`config.mk`:
```
export PLATFORM = sky130hd
export DESIGN_NAME = soft_start_stop_ramp_top_flat
export DESIGN_NICKNAME = d
export VERILOG_FILES = /design/src/design/ssr_pkg.sv /design/src/design/ssr_req_if.sv /design/src/design/ssr_rsp_if.sv /design/src/design/ssr_div.sv /design/src/design/soft_start_stop_ramp_top.sv /design/src/flat_wrapper.sv
export SDC_FILE = /design/constraint.sdc
export NUM_CORES = 1
export LEC_CHECK = 0
export BUFFER_PORTS_ARGS = -buffer_cell sky130_fd_sc_hd__buf_2
export CAP_MARGIN = 20
export CORE_MARGIN = 2
export CORE_UTILIZATION = 50
export DETAILED_ROUTE_END_ITERATION = 10
export PLACE_DENSITY = 0.74
export SLEW_MARGIN = 30
export SYNTH_ARGS = -nofsm -noshare
export SYNTH_HDL_FRONTEND = slang
export SYNTH_SLANG_ARGS = --single-unit
```
`constraint.sdc`:
```
create_clock -name clock -period 13.58 [get_ports clock]
set_clock_uncertainty 0.15 [all_clocks]
set_input_delay 0 -clock clock [delete_from_list [all_inputs] [get_ports clock]]
set_output_delay 0 -clock clock [all_outputs]
set_load 0.05 [all_outputs]
```
`src/design/ssr_pkg.sv`:
```
// ssr_pkg: shared types, constants and codes of the soft start/stop ramp
// no dependencies; used by the channel interfaces, the divider and the top level

package ssr_pkg;

   // fixed field widths
   localparam int TARGET_W   = 8;
   localparam int MS_W       = 16;
   localparam int BRIGHT_W   = 8;
   localparam int CSR_IDX_W  = 2;
   localparam int CSR_DATA_W = 16;

   // default number of fraction bits of the ramp level
   localparam int FRACTION_BITS_DEF = 8;
   localparam int DIVIDEND_W_DEF    = TARGET_W + MS_W + FRACTION_BITS_DEF;

   // register reset values
   localparam logic [TARGET_W-1:0] TARGET_RESET = 8'd255;
   localparam logic [MS_W-1:0]     FADE_RESET   = 16'd0;

   // register indexes
   localparam logic [CSR_IDX_W-1:0] CSR_TARGET_LEVEL = 2'd0;
   localparam logic [CSR_IDX_W-1:0] CSR_FADE_IN_MS   = 2'd1;
   localparam logic [CSR_IDX_W-1:0] CSR_FADE_OUT_MS  = 2'd2;

   typedef enum logic [1:0] {
      ST_IDLE,
      ST_EVAL,
      ST_DIV,
      ST_UPDATE
   } ssr_state_type;

   typedef struct packed {
      logic start;
   } ssr_div_ctrl_type;

   typedef struct packed {
      logic busy;
      logic done;
   } ssr_div_stat_type;

endpackage

```
`src/design/ssr_req_if.sv`:
```
// ssr_req_if: request channel of the ramp (valid/ready plus tick payload)
// depends on ssr_pkg

interface ssr_req_if;
   import ssr_pkg::*;

   logic            valid;
   logic            ready;
   logic [MS_W-1:0] elapsed_ms;
   logic            active;

   modport source (output valid, output elapsed_ms, output active, input ready);
   modport sink   (input valid, input elapsed_ms, input active, output ready);
endinterface

```
`src/design/ssr_rsp_if.sv`:
```
// ssr_rsp_if: response channel of the ramp (valid/ready plus brightness)
// depends on ssr_pkg

interface ssr_rsp_if;
   import ssr_pkg::*;

   logic                valid;
   logic                ready;
   logic [BRIGHT_W-1:0] brightness;

   modport source (output valid, output brightness, input ready);
   modport sink   (input valid, input brightness, output ready);
endinterface

```
`src/design/ssr_div.sv`:
```
// ssr_div: restoring divider, one quotient bit per cycle
// depends on ssr_pkg for the control and status structs

module ssr_div #(
   parameter int DIVIDEND_W = ssr_pkg::DIVIDEND_W_DEF,
   parameter int DIVISOR_W  = ssr_pkg::MS_W
) (
   input  logic                         clock,
   input  logic                         reset,
   input  ssr_pkg::ssr_div_ctrl_type    ctrl,
   input  logic [DIVIDEND_W-1:0]        dividend,
   input  logic [DIVISOR_W-1:0]         divisor,
   output ssr_pkg::ssr_div_stat_type    stat,
   output logic [DIVIDEND_W-1:0]        quotient
);
   import ssr_pkg::*;

   localparam int CNT_W = $clog2(DIVIDEND_W + 1);

   logic [DIVIDEND_W-1:0] dq_ff, dq_in;
   logic [DIVISOR_W-1:0]  rem_ff, rem_in;
   logic [DIVISOR_W-1:0]  dvs_ff, dvs_in;
   logic [CNT_W-1:0]      cnt_ff, cnt_in;
   logic                  busy_ff, busy_in;
   logic                  done_ff, done_in;

   logic [DIVISOR_W:0]    trial;
   logic [DIVISOR_W:0]    diff;
   logic                  fits;

   // shift in the next dividend bit and try a subtract
   assign trial = {rem_ff, dq_ff[DIVIDEND_W-1]};
   assign fits  = (trial >= {1'b0, dvs_ff});
   assign diff  = trial - {1'b0, dvs_ff};

   always_comb begin
      dq_in   = dq_ff;
      rem_in  = rem_ff;
      dvs_in  = dvs_ff;
      cnt_in  = cnt_ff;
      busy_in = busy_ff;
      done_in = 1'b0;
      if (ctrl.start) begin
         dq_in   = dividend;
         rem_in  = '0;
         dvs_in  = divisor;
         cnt_in  = CNT_W'(DIVIDEND_W);
         busy_in = 1'b1;
      end else if (busy_ff) begin
         dq_in  = {dq_ff[DIVIDEND_W-2:0], fits};
         rem_in = fits ? diff[DIVISOR_W-1:0] : trial[DIVISOR_W-1:0];
         cnt_in = cnt_ff - 1'b1;
         if (cnt_ff == CNT_W'(1)) begin
            busy_in = 1'b0;
            done_in = 1'b1;
         end
      end
   end

   always_ff @(posedge clock) begin
      if (reset) begin
         busy_ff <= 1'b0;
         done_ff <= 1'b0;
         cnt_ff  <= '0;
      end else begin
         busy_ff <= busy_in;
         done_ff <= done_in;
         cnt_ff  <= cnt_in;
      end
   end

   always_ff @(posedge clock) begin
      dq_ff  <= dq_in;
      rem_ff <= rem_in;
      dvs_ff <= dvs_in;
   end

   assign stat.busy = busy_ff;
   assign stat.done = done_ff;
   assign quotient  = dq_ff;

endmodule

```
`src/design/soft_start_stop_ramp_top.sv`:
```
// soft_start_stop_ramp_top: linear soft start/stop brightness ramp
// depends on ssr_pkg, ssr_req_if, ssr_rsp_if and ssr_div

// Each request is one time tick (elapsed milliseconds and an active flag) and
// gives exactly one response with the integer part of the ramp level. The level
// is kept with FRACTION_BITS fraction bits. While active it rises toward the
// target in steps of target*2^FRACTION_BITS*elapsed/fade_in_ms, while inactive
// it falls toward zero in steps using fade_out_ms; a zero fade time moves at
// once, a nonzero elapsed time moves at least one lsb, and every step clamps.
// A tick that needs a step goes through one shared restoring divider that
// retires one quotient bit per cycle; ticks that hold or jump skip the divider.
// The block takes one request at a time. The response sits in an output register,
// so a new request is accepted while the previous response still waits.
// The user must write registers through the csr port only while the block is
// idle; the block itself does not enforce this.

module soft_start_stop_ramp_top #(
   parameter int FRACTION_BITS = ssr_pkg::FRACTION_BITS_DEF
) (
   input  logic                             clock,
   input  logic                             reset,
   ssr_req_if.sink                          req,
   ssr_rsp_if.source                        rsp,
   input  logic                             csr_we,
   input  logic [ssr_pkg::CSR_IDX_W-1:0]    csr_index,
   input  logic [ssr_pkg::CSR_DATA_W-1:0]   csr_wdata
);
   import ssr_pkg::*;

   localparam int LEVEL_W = TARGET_W + FRACTION_BITS;
   localparam int PROD_W  = TARGET_W + MS_W;
   localparam int DIV_W   = PROD_W + FRACTION_BITS;

   // configuration registers
   logic [TARGET_W-1:0] target_ff;
   logic [MS_W-1:0]     fade_in_ff;
   logic [MS_W-1:0]     fade_out_ff;

   // sequencer and tick latch
   ssr_state_type       state_ff, state_in;
   logic [MS_W-1:0]     elapsed_ff;
   logic                active_ff;

   // ramp level and response register
   logic [LEVEL_W-1:0]  level_ff, level_in;
   logic                rsp_valid_ff, rsp_valid_in;
   logic [BRIGHT_W-1:0] bright_ff, bright_in;

   // divider hookup
   ssr_div_ctrl_type    div_ctrl;
   ssr_div_stat_type    div_stat;
   logic [DIV_W-1:0]    div_dividend;
   logic [DIV_W-1:0]    div_quotient;

   logic                req_take;
   logic                rsp_free;
   logic                load;
   logic [LEVEL_W-1:0]  full_scale;
   logic [MS_W-1:0]     fade_sel;
   logic                need_div;
   logic [PROD_W-1:0]   product;
   logic [DIV_W-1:0]    step;
   logic [LEVEL_W-1:0]  headroom;

   // ---------------------------------------------------------------- csr
   always_ff @(posedge clock) begin
      if (reset) begin
         target_ff   <= TARGET_RESET;
         fade_in_ff  <= FADE_RESET;
         fade_out_ff <= FADE_RESET;
      end else if (csr_we) begin
         unique case (csr_index)
            CSR_TARGET_LEVEL: target_ff   <= csr_wdata[TARGET_W-1:0];
            CSR_FADE_IN_MS:   fade_in_ff  <= csr_wdata[MS_W-1:0];
            CSR_FADE_OUT_MS:  fade_out_ff <= csr_wdata[MS_W-1:0];
            default:          ;  // unused index, write dropped
         endcase
      end
   end

   // ---------------------------------------------------------------- datapath
   assign full_scale = {target_ff, {FRACTION_BITS{1'b0}}};
   assign fade_sel   = active_ff ? fade_in_ff : fade_out_ff;

   // a step is only computed when the level can move and the fade is not instant
   assign need_div = active_ff ? ((level_ff < full_scale) && (fade_in_ff != '0))
                               : ((level_ff != '0) && (fade_out_ff != '0));

   // target * elapsed, scaled up by the fraction bits; the divider registers it
   assign product      = PROD_W'(target_ff) * PROD_W'(elapsed_ff);
   assign div_dividend = {product, {FRACTION_BITS{1'b0}}};

   ssr_div #(
      .DIVIDEND_W (DIV_W),
      .DIVISOR_W  (MS_W)
   ) u_div (
      .clock    (clock),
      .reset    (reset),
      .ctrl     (div_ctrl),
      .dividend (div_dividend),
      .divisor  (fade_sel),
      .stat     (div_stat),
      .quotient (div_quotient)
   );

   // minimum movement of one lsb for a nonzero tick
   assign step     = ((div_quotient == '0) && (elapsed_ff != '0)) ? DIV_W'(1) : div_quotient;
   assign headroom = full_scale - level_ff;

   always_comb begin
      level_in = level_ff;
      if (active_ff) begin
         if (level_ff < full_scale) begin
            if (fade_in_ff == '0) begin
               level_in = full_scale;
            end else if (DIV_W'(headroom) < step) begin
               level_in = full_scale;
            end else begin
               level_in = level_ff + step[LEVEL_W-1:0];
            end
         end
      end else begin
         if (level_ff != '0) begin
            if (fade_out_ff == '0) begin
               level_in = '0;
            end else if (DIV_W'(level_ff) < step) begin
               level_in = '0;
            end else begin
               level_in = level_ff - step[LEVEL_W-1:0];
            end
         end
      end
   end

   // ---------------------------------------------------------------- sequencer
   assign rsp_free = !rsp_valid_ff || rsp.ready;
   assign req_take = req.valid && req.ready;

   // next state
   always_comb begin
      state_in = state_ff;
      unique case (state_ff)
         ST_IDLE:   if (req.valid) state_in = ST_EVAL;
         ST_EVAL:   state_in = need_div ? ST_DIV : ST_UPDATE;
         ST_DIV:    if (div_stat.done) state_in = ST_UPDATE;
         ST_UPDATE: if (rsp_free) state_in = ST_IDLE;
         default:   state_in = ST_IDLE;
      endcase
   end

   // state outputs
   always_comb begin
      req.ready      = 1'b0;
      div_ctrl.start = 1'b0;
      load           = 1'b0;
      unique case (state_ff)
         ST_IDLE:   req.ready      = 1'b1;
         ST_EVAL:   div_ctrl.start = need_div;
         ST_DIV:    ;
         ST_UPDATE: load           = rsp_free;
         default:   ;
      endcase
   end

   // response register, freed as soon as the sink takes it
   always_comb begin
      rsp_valid_in = rsp_valid_ff;
      bright_in    = bright_ff;
      if (load) begin
         rsp_valid_in = 1'b1;
         bright_in    = level_in[LEVEL_W-1:FRACTION_BITS];
      end else if (rsp.ready) begin
         rsp_valid_in = 1'b0;
      end
   end

   always_ff @(posedge clock) begin
      if (reset) begin
         state_ff     <= ST_IDLE;
         level_ff     <= '0;
         rsp_valid_ff <= 1'b0;
      end else begin
         state_ff     <= state_in;
         rsp_valid_ff <= rsp_valid_in;
         if (load) begin
            level_ff <= level_in;
         end
      end
   end

   // tick payload and response data
   always_ff @(posedge clock) begin
      if (req_take) begin
         elapsed_ff <= req.elapsed_ms;
         active_ff  <= req.active;
      end
      bright_ff <= bright_in;
   end

   assign rsp.valid      = rsp_valid_ff;
   assign rsp.brightness = bright_ff;

   // ---------------------------------------------------------------- checks
   // a taken request closes the input until its work is done
   a_req_closes: assert property (@(posedge clock) disable iff (reset)
      req_take |=> !req.ready)
      else $error("request accepted while a tick is still in progress");

   // the sequencer only waits on the divider while it is running or finishing
   a_div_alive: assert property (@(posedge clock) disable iff (reset)
      (state_ff == ST_DIV) |-> (div_stat.busy || div_stat.done))
      else $error("waiting on an idle divider");

   // a response only appears as the update leaves
   a_rsp_from_update: assert property (@(posedge clock) disable iff (reset)
      $rose(rsp_valid_ff) |-> $past(state_ff == ST_UPDATE))
      else $error("response raised outside the update step");

   // an inactive tick never raises the level
   a_fade_out_down: assert property (@(posedge clock) disable iff (reset)
      (load && !active_ff) |=> (level_ff <= $past(level_ff)))
      else $error("level rose while inactive");

endmodule

```
`src/flat_wrapper.sv`:
```
// flat-port wrapper written by rule: the top's interface ports become plain ports
module soft_start_stop_ramp_top_flat import ssr_pkg::*;
#(
   parameter int FRACTION_BITS = ssr_pkg::FRACTION_BITS_DEF
)
  (clock, reset, csr_we, csr_index, csr_wdata, req_valid, req_elapsed_ms, req_active, req_ready, rsp_valid, rsp_brightness, rsp_ready);
  ssr_req_if req_i ();
  ssr_rsp_if rsp_i ();
  input  logic clock;
  input  logic reset;
  input  logic csr_we;
  input  logic [ssr_pkg::CSR_IDX_W-1:0] csr_index;
  input  logic [ssr_pkg::CSR_DATA_W-1:0] csr_wdata;
  input wire logic [$bits(req_i.valid)-1:0] req_valid;
  input wire logic [$bits(req_i.elapsed_ms)-1:0] req_elapsed_ms;
  input wire logic [$bits(req_i.active)-1:0] req_active;
  output wire logic [$bits(req_i.ready)-1:0] req_ready;
  output wire logic [$bits(rsp_i.valid)-1:0] rsp_valid;
  output wire logic [$bits(rsp_i.brightness)-1:0] rsp_brightness;
  input wire logic [$bits(rsp_i.ready)-1:0] rsp_ready;
  assign req_i.valid = req_valid;
  assign req_i.elapsed_ms = req_elapsed_ms;
  assign req_i.active = req_active;
  assign req_ready = req_i.ready;
  assign rsp_valid = rsp_i.valid;
  assign rsp_brightness = rsp_i.brightness;
  assign rsp_i.ready = rsp_ready;
  soft_start_stop_ramp_top #(.FRACTION_BITS(FRACTION_BITS)) u_core (.clock(clock), .reset(reset), .req(req_i), .rsp(rsp_i), .csr_we(csr_we), .csr_index(csr_index), .csr_wdata(csr_wdata));
endmodule
```
Word level (Yosys, flattened, before mapping)

Index checks and enable logic that the tools add are counted.

$add $sub $neg: 5
$mul: 1
Order comparisons: 4
Equality and inequality tests: 10
Muxes and demuxes: 29
Bitwise gates (word level): 1
Reductions and logical operators: 25

Operator list:

| kind                                             | number |
|---|---|
| two-way mux 16 bit                               | 9 |
| two-way mux 32 bit                               | 3 |
| less-than comparator 16 x 32 -> 1 bit            | 2 |
| nonzero test 16 bit                              | 4 |
| subtractor 16 bit                                | 3 |
| zero test 16 bit                                 | 2 |
| zero test 32 bit                                 | 1 |
| multiplier 8 x 16 -> 24 bit                      | 1 |
| >= comparator 17 x 16 -> 1 bit                   | 1 |
| adder 16 bit                                     | 1 |
| less-than comparator 16 bit                      | 1 |
| two-way mux 6 bit                                | 2 |
| two-way mux 1 bit                                | 11 |
| case mux 2 bit (4 select lines)                  | 1 |
| == test 2 bit, second input constant             | 3 |
| == test 6 x 1 -> 1 bit, second input constant    | 1 |
| two-way mux 2 bit                                | 3 |
| != test 2 bit, second input constant             | 3 |
| AND reduction 2 bit                              | 3 |
| AND reduction 3 bit                              | 2 |
| nonzero test 2 bit                               | 3 |
| subtractor 6 x 1 -> 6 bit, second input constant | 1 |
| == test 2 x 1 -> 1 bit, second input constant    | 2 |
| logical AND 1 bit                                | 4 |
| other kinds (7)                                  | 8 |

Flip-flop bits (word level): 156
Input bits: 40
Output and inout port bits: 10

Logic depth before layout (Yosys ltp)

Depth in word-level cells: 8
Gate-level depth with buffers: 19
Gate-level depth less buffers: 18

By module

Synthesis repeated with hierarchy kept, for this count alone.

Cells, all modules: 1,546
Area, all modules: 13,999.7 um2

By module, submodules not included:

| module                   | instances | cells each | area an instance (um2) | sequential area each (um2) |
|---|---|---|---|---|
| soft_start_stop_ramp_top | 1         | 1,192      | 10,116.0               | 1,931.9 |
| ssr_div                  | 1         | 354        | 3,883.7                | 1,921.8 |

Worst setup path before layout

Ideal clock, no wire load.

Path type: register to register
Start point: reg u_core.target_ff[7]
End point: reg u_core.u_div.dq_ff[30], in the netlist u_core.u_div.quotient[30], data pin
Library setup time: 169 ps
Arrival: 4,813 ps
Required time: 13,261 ps
Slack: 8,448 ps
Cell stages (with the launch flop): 18
Period minus slack after synthesis: 5,132 ps
Cell sequence: dfxtp_1 -> clkbuf_1 -> and2_1 -> fa_1 -> fa_1 -> fa_1 -> inv_1 -> fa_1 -> inv_1 -> ha_1 -> a211oi_1 -> o211ai_1 -> a221oi_2 -> nor3_1 -> o31a_1 -> o21a_1 -> o21a_1 -> o31ai_1

Longest elaborated chain between the ends: 5
Elaborated cells between the ends (all ways): 6

RTL lines:

| what                                                                                | line                           | RTL |
|---|---|---|
| start, declared                                                                     | soft_start_stop_ramp_top.sv:35 | `logic [TARGET_W-1:0] target_ff;` |
| start signal, assigned                                                              | soft_start_stop_ramp_top.sv:73 | `CSR_TARGET_LEVEL: target_ff <= csr_wdata[TARGET_W-1:0];` |
| parallel branches: the longest is 4 deep, another holds multiplier 8 x 16 -> 24 bit | -                              |  |
| two-way mux 32 bit *                                                                | ssr_div.sv:43                  | `if (ctrl.start) begin` |
| via u_core.u_div.dq_in[30]                                                          | ssr_div.sv:20                  | `logic [DIVIDEND_W-1:0] dq_ff, dq_in;` |
| end signal, assigned                                                                | ssr_div.sv:73                  | `dq_ff <= dq_in;` |
| end, declared                                                                       | ssr_div.sv:20                  |  |

Mark *: on every way through the listed nets, which the timed path passes.
A chain may end at the register's enable or synchronous reset.

Final worst setup path

Start point: reg u_core.target_ff[2]
End point: reg u_core.u_div.dq_ff[30], in the netlist u_core.u_div.quotient[30], data pin

The elaborated chain is that of the path after synthesis.

==> flow_summary.json <==
{
  "fmax_ghz": 0.1766,
  "regToRegSetupSlack_ns": 7.92,
  "viasPerCell": 5.862,
  "die_y_um": 169.7,
  "whs_ns": -0.01905,
  "cts_tree": "done",
  "finalCritPeriodShare_pct": 41.69,
  "final-max-slew-violation-count": 0,
  "first_global_vias": 11250,
  "synth_edf_count": 65,
  "antenna_left": 0,
  "grt_max_degree": 66,
  "violations": "negative hold slack",
  "regToRegStartpoint": "u_core.target_ff[2]",
  "clkLatencyLatePin_ns": 0.44,
  "vias": 11400,
  "syn_nets": 1789,
  "dp_hpwl_mm": 24.95,
  "drive_gt1_share_pct": 8.484,
  "synth-seq-cells": 156,
  "cts_buffer_depth": 2,
  "hp-class": "input port to register",
  "outcome": "finished, violations left",
  "hold_violations": 3,
  "overflow": 0,
  "wl_per_cell_um": 17.40,
  "antenna_found_initial": 0,
  "hold_path_end": "u_core.target_ff[5]",
  "min_period_ns": 5.662,
  "yosysWarnings": 0,
  "drt_wl_total_mm": 33.84,
  "drt-initial-drc-count": 973,
  "min_from": "csr_index[0]",
  "synthArstFlopShare_pct": 0,
  "syn_inst": 1541,
  "htreeDepth": 4,
  "yosysTopAreaCell": "edfxtp_1",
  "coreArea_mm2": 0.02695,
  "critPathMaxFanout": 19,
  "fill_cells": 2380,
  "clock-root-buffer": "clkbuf_16",
  "drc": 0,
  "ys_top_cells_by_area": "edfxtp_1, dfxtp_1, fa_1, ha_1, and2_1",
  "synthDistinctLibCells": 77,
  "critPathLaunchType": "register",
  "grt_setup_unrepaired": "no",
  "avgSynthCellArea_um2": 8.909,
  "hold_depth": 3,
  "arrival_ns": 5.79,
  "postCtsResizedCells": 0,
  "cts_sinks": 156,
  "r2r_cells": 16,
  "timing.rr.end": "u_core.u_div.quotient[30]",
  "seq_area_mm2": 0.003775,
  "critPathCaptureType": "register",
  "ioPinCount": 50,
  "setup_viol": 0,
  "start_util_pct": 50.94,
  "place_congestion": 0.9186,
  "worst_pin_slew_ns": 0.8802,
  "relSlewSlack_pct": 41.24,
  "setup_tns_ns": 0,
  "std_cell_rows": 60,
  "drtPass1Iterations": 6,
  "synth_top_area_share_pct": 14.22,
  "syn-cell-area_mm2": 0.01373,
  "nNetsFinal": 1838,
  "worstSetupPathType": "register to register",
  "dieWidth_um": 169.7,
  "cts.clk_slew.worst_paths_ns": 0.08,
  "cap_violations": 0,
  "area_delta_synth_final_pct": 10.99,
  "seq_area_frac_synth_pct": 27.49,
  "synth_top_flop_cell": "dfxtp_1",
  "die-area_mm2": 0.02880,
  "io_buffers": 49,
  "multi_input_area_mm2": 0.009016,
  "track_usage_pct": 24.28,
  "cts_inserted_buffers": 17,
  "crit_required_ns": 13.71,
  "diodes": 0,
  "grt_first_pass_wirelength_mm": 56.08
}
state kept, by name, summed over array words and instances, names as in the netlist:
register               flops
u_core.level_ff           16
u_core.u_div.busy_ff       1
u_core.state_ff            2
u_core.active_ff           1
u_core.rsp.brightness      8
u_core.u_div.dvs_ff       16
u_core.u_div.quotient     32
u_core.u_div.cnt_ff        6
u_core.elapsed_ff         16
u_core.u_div.done_ff       1
u_core.fade_in_ff         16
u_core.target_ff           8
u_core.u_div.rem_ff       16
u_core.fade_out_ff        16
u_core.rsp.valid           1
final cells by class:
type,instances,area share [%]
clock inverter,15,1.338
tap,341,2.800
sequential,156,24.77
multi-input combinational,1141,59.17
timing repair buffer,99,4.812
clock buffer,17,2.792
inverter,175,4.311
stage by stage:
stage / hold WS [ns] / util (%) / cells / worst slack (ns) / area [um2]
after global routing: 0.005657 / 56.54 / 1944 / 7.575 / 15240
after detailed placement: 0.02809 / 52.55 / 1869 / 7.980 / 14160
after floorplan: -0.05113 / - / 1541 / 8.448 / 13730
after global placement: 0.02612 / 52.55 / 1869 / 8.064 / 14160
final: -0.01905 / 56.54 / 1944 / 7.918 / 15240
after CTS: 0.004889 / 56.44 / 1943 / 7.936 / 15210
worst max-delay path by stage:
| stage | start | end | cells past startpoint |
|---|---|---|---|
| 2_1_floorplan | u_core.target_ff[7] | u_core.u_div.quotient[30] | 17 |
| 3_3_place_gp | u_core.target_ff[2] | u_core.u_div.quotient[30] | 16 |
| 3_5_place_dp | u_core.target_ff[3] | u_core.u_div.quotient[30] | 16 |
| 4_1_cts | u_core.target_ff[3] | u_core.u_div.quotient[30] | 16 |
| 5_1_grt | u_core.target_ff[2] | u_core.u_div.quotient[30] | 16 |
| 6_report | u_core.target_ff[2] | u_core.u_div.quotient[30] | 16 |
metal layers:
| metal | share of wire (%) | track usage, % | vias to the layer above |
|---|---|---|---|
| met3 | 4.7 | 3.288 | 73 |
| met4 | 2.5 | 8.287 | 0 |
| met2 | 49 | 41.81 | 369 |
| met5 | 0 | 0 | - |
| met1 | 44 | 31.45 | 5518 |
| li1 | - | - | 5436 |
placed cells by master (no fill, tap or decap), types with 6 or more instances in the layout:
master	instances
mux2_2	18
xnor2_1	33
and3_1	9
o21ai_0	48
o21ai_1	6
a211oi_1	21
a21o_1	17
dfxtp_1	90
o211ai_1	7
edfxtp_1	65
clkbuf_16	17
fa_1	87
mux2i_1	22
nor4_1	28
a21oi_1	111
o21a_1	9
a31oi_1	10
nand2_1	143
o221ai_1	6
xor2_1	24
inv_1	174
buf_2	49
nand2b_1	11
nor2b_1	21
buf_4	7
nor2_1	69
nand4_1	8
nand3_1	43
ha_1	121
o21bai_1	10
o31ai_1	13
and2_1	113
nor3_1	32
a221o_1	7
a211o_1	12
dlygate4sd3_1	42
logic make-up (layout without fill, tap and decap cells):
group                    Yosys count  count (layout)  synth area share (%)
AO/OA/AOI/OAI                    327             327                 16.09
buffers and inverters            244             306                 6.972
XOR/XNOR                          57              57                 3.637
multiplexers                      41              41                 3.163
adder cells (fa/ha/maj)          208             208                 23.71
flip-flops                       156             156                 27.49
AND/OR/NAND/NOR                  508             508                 18.94
worst max-delay path, cell delays in order (launching register included):
cell and delay, ns:
dfxtp_1 0.87, and2_1 0.25, fa_1 0.43, fa_1 0.48
fa_1 0.55, inv_1 0.06, fa_1 0.53, inv_1 0.04
ha_1 0.35, a211oi_1 0.24, o211ai_1 0.21, a221oi_2 0.38
nor3_1 0.13, o31a_1 0.29, o21a_1 0.18, o21a_1 0.17
o31ai_1 0.20
synth_stat cells (all sizes together), types with 7 or more instances:
cell / number
nand2: 144
nand4: 8
and3: 9
edfxtp: 65
o21ai: 56
a211o: 12
buf: 21
a21o: 17
a211oi: 24
xor2: 24
a31oi: 11
mux2: 19
nand3: 43
o21bai: 10
clkbuf: 48
a221o: 7
mux2i: 22
o21a: 9
o211ai: 7
xnor2: 33
nor2b: 21
nor4: 28
dfxtp: 91
nor3: 34
inv: 175
a21oi: 112
fa: 87
and2: 117
nand2b: 11
o221ai: 8
ha: 121
o31ai: 14
nor2: 69
what timing repair did:
item	in CTS	in global routing
endpoints found under the hold margin	59	0
setup buffers	0	0
hold buffers	42	0
Power is not shown: default switching activity piles up to over one toggle a cycle in this logic, so the estimate is an artifact.
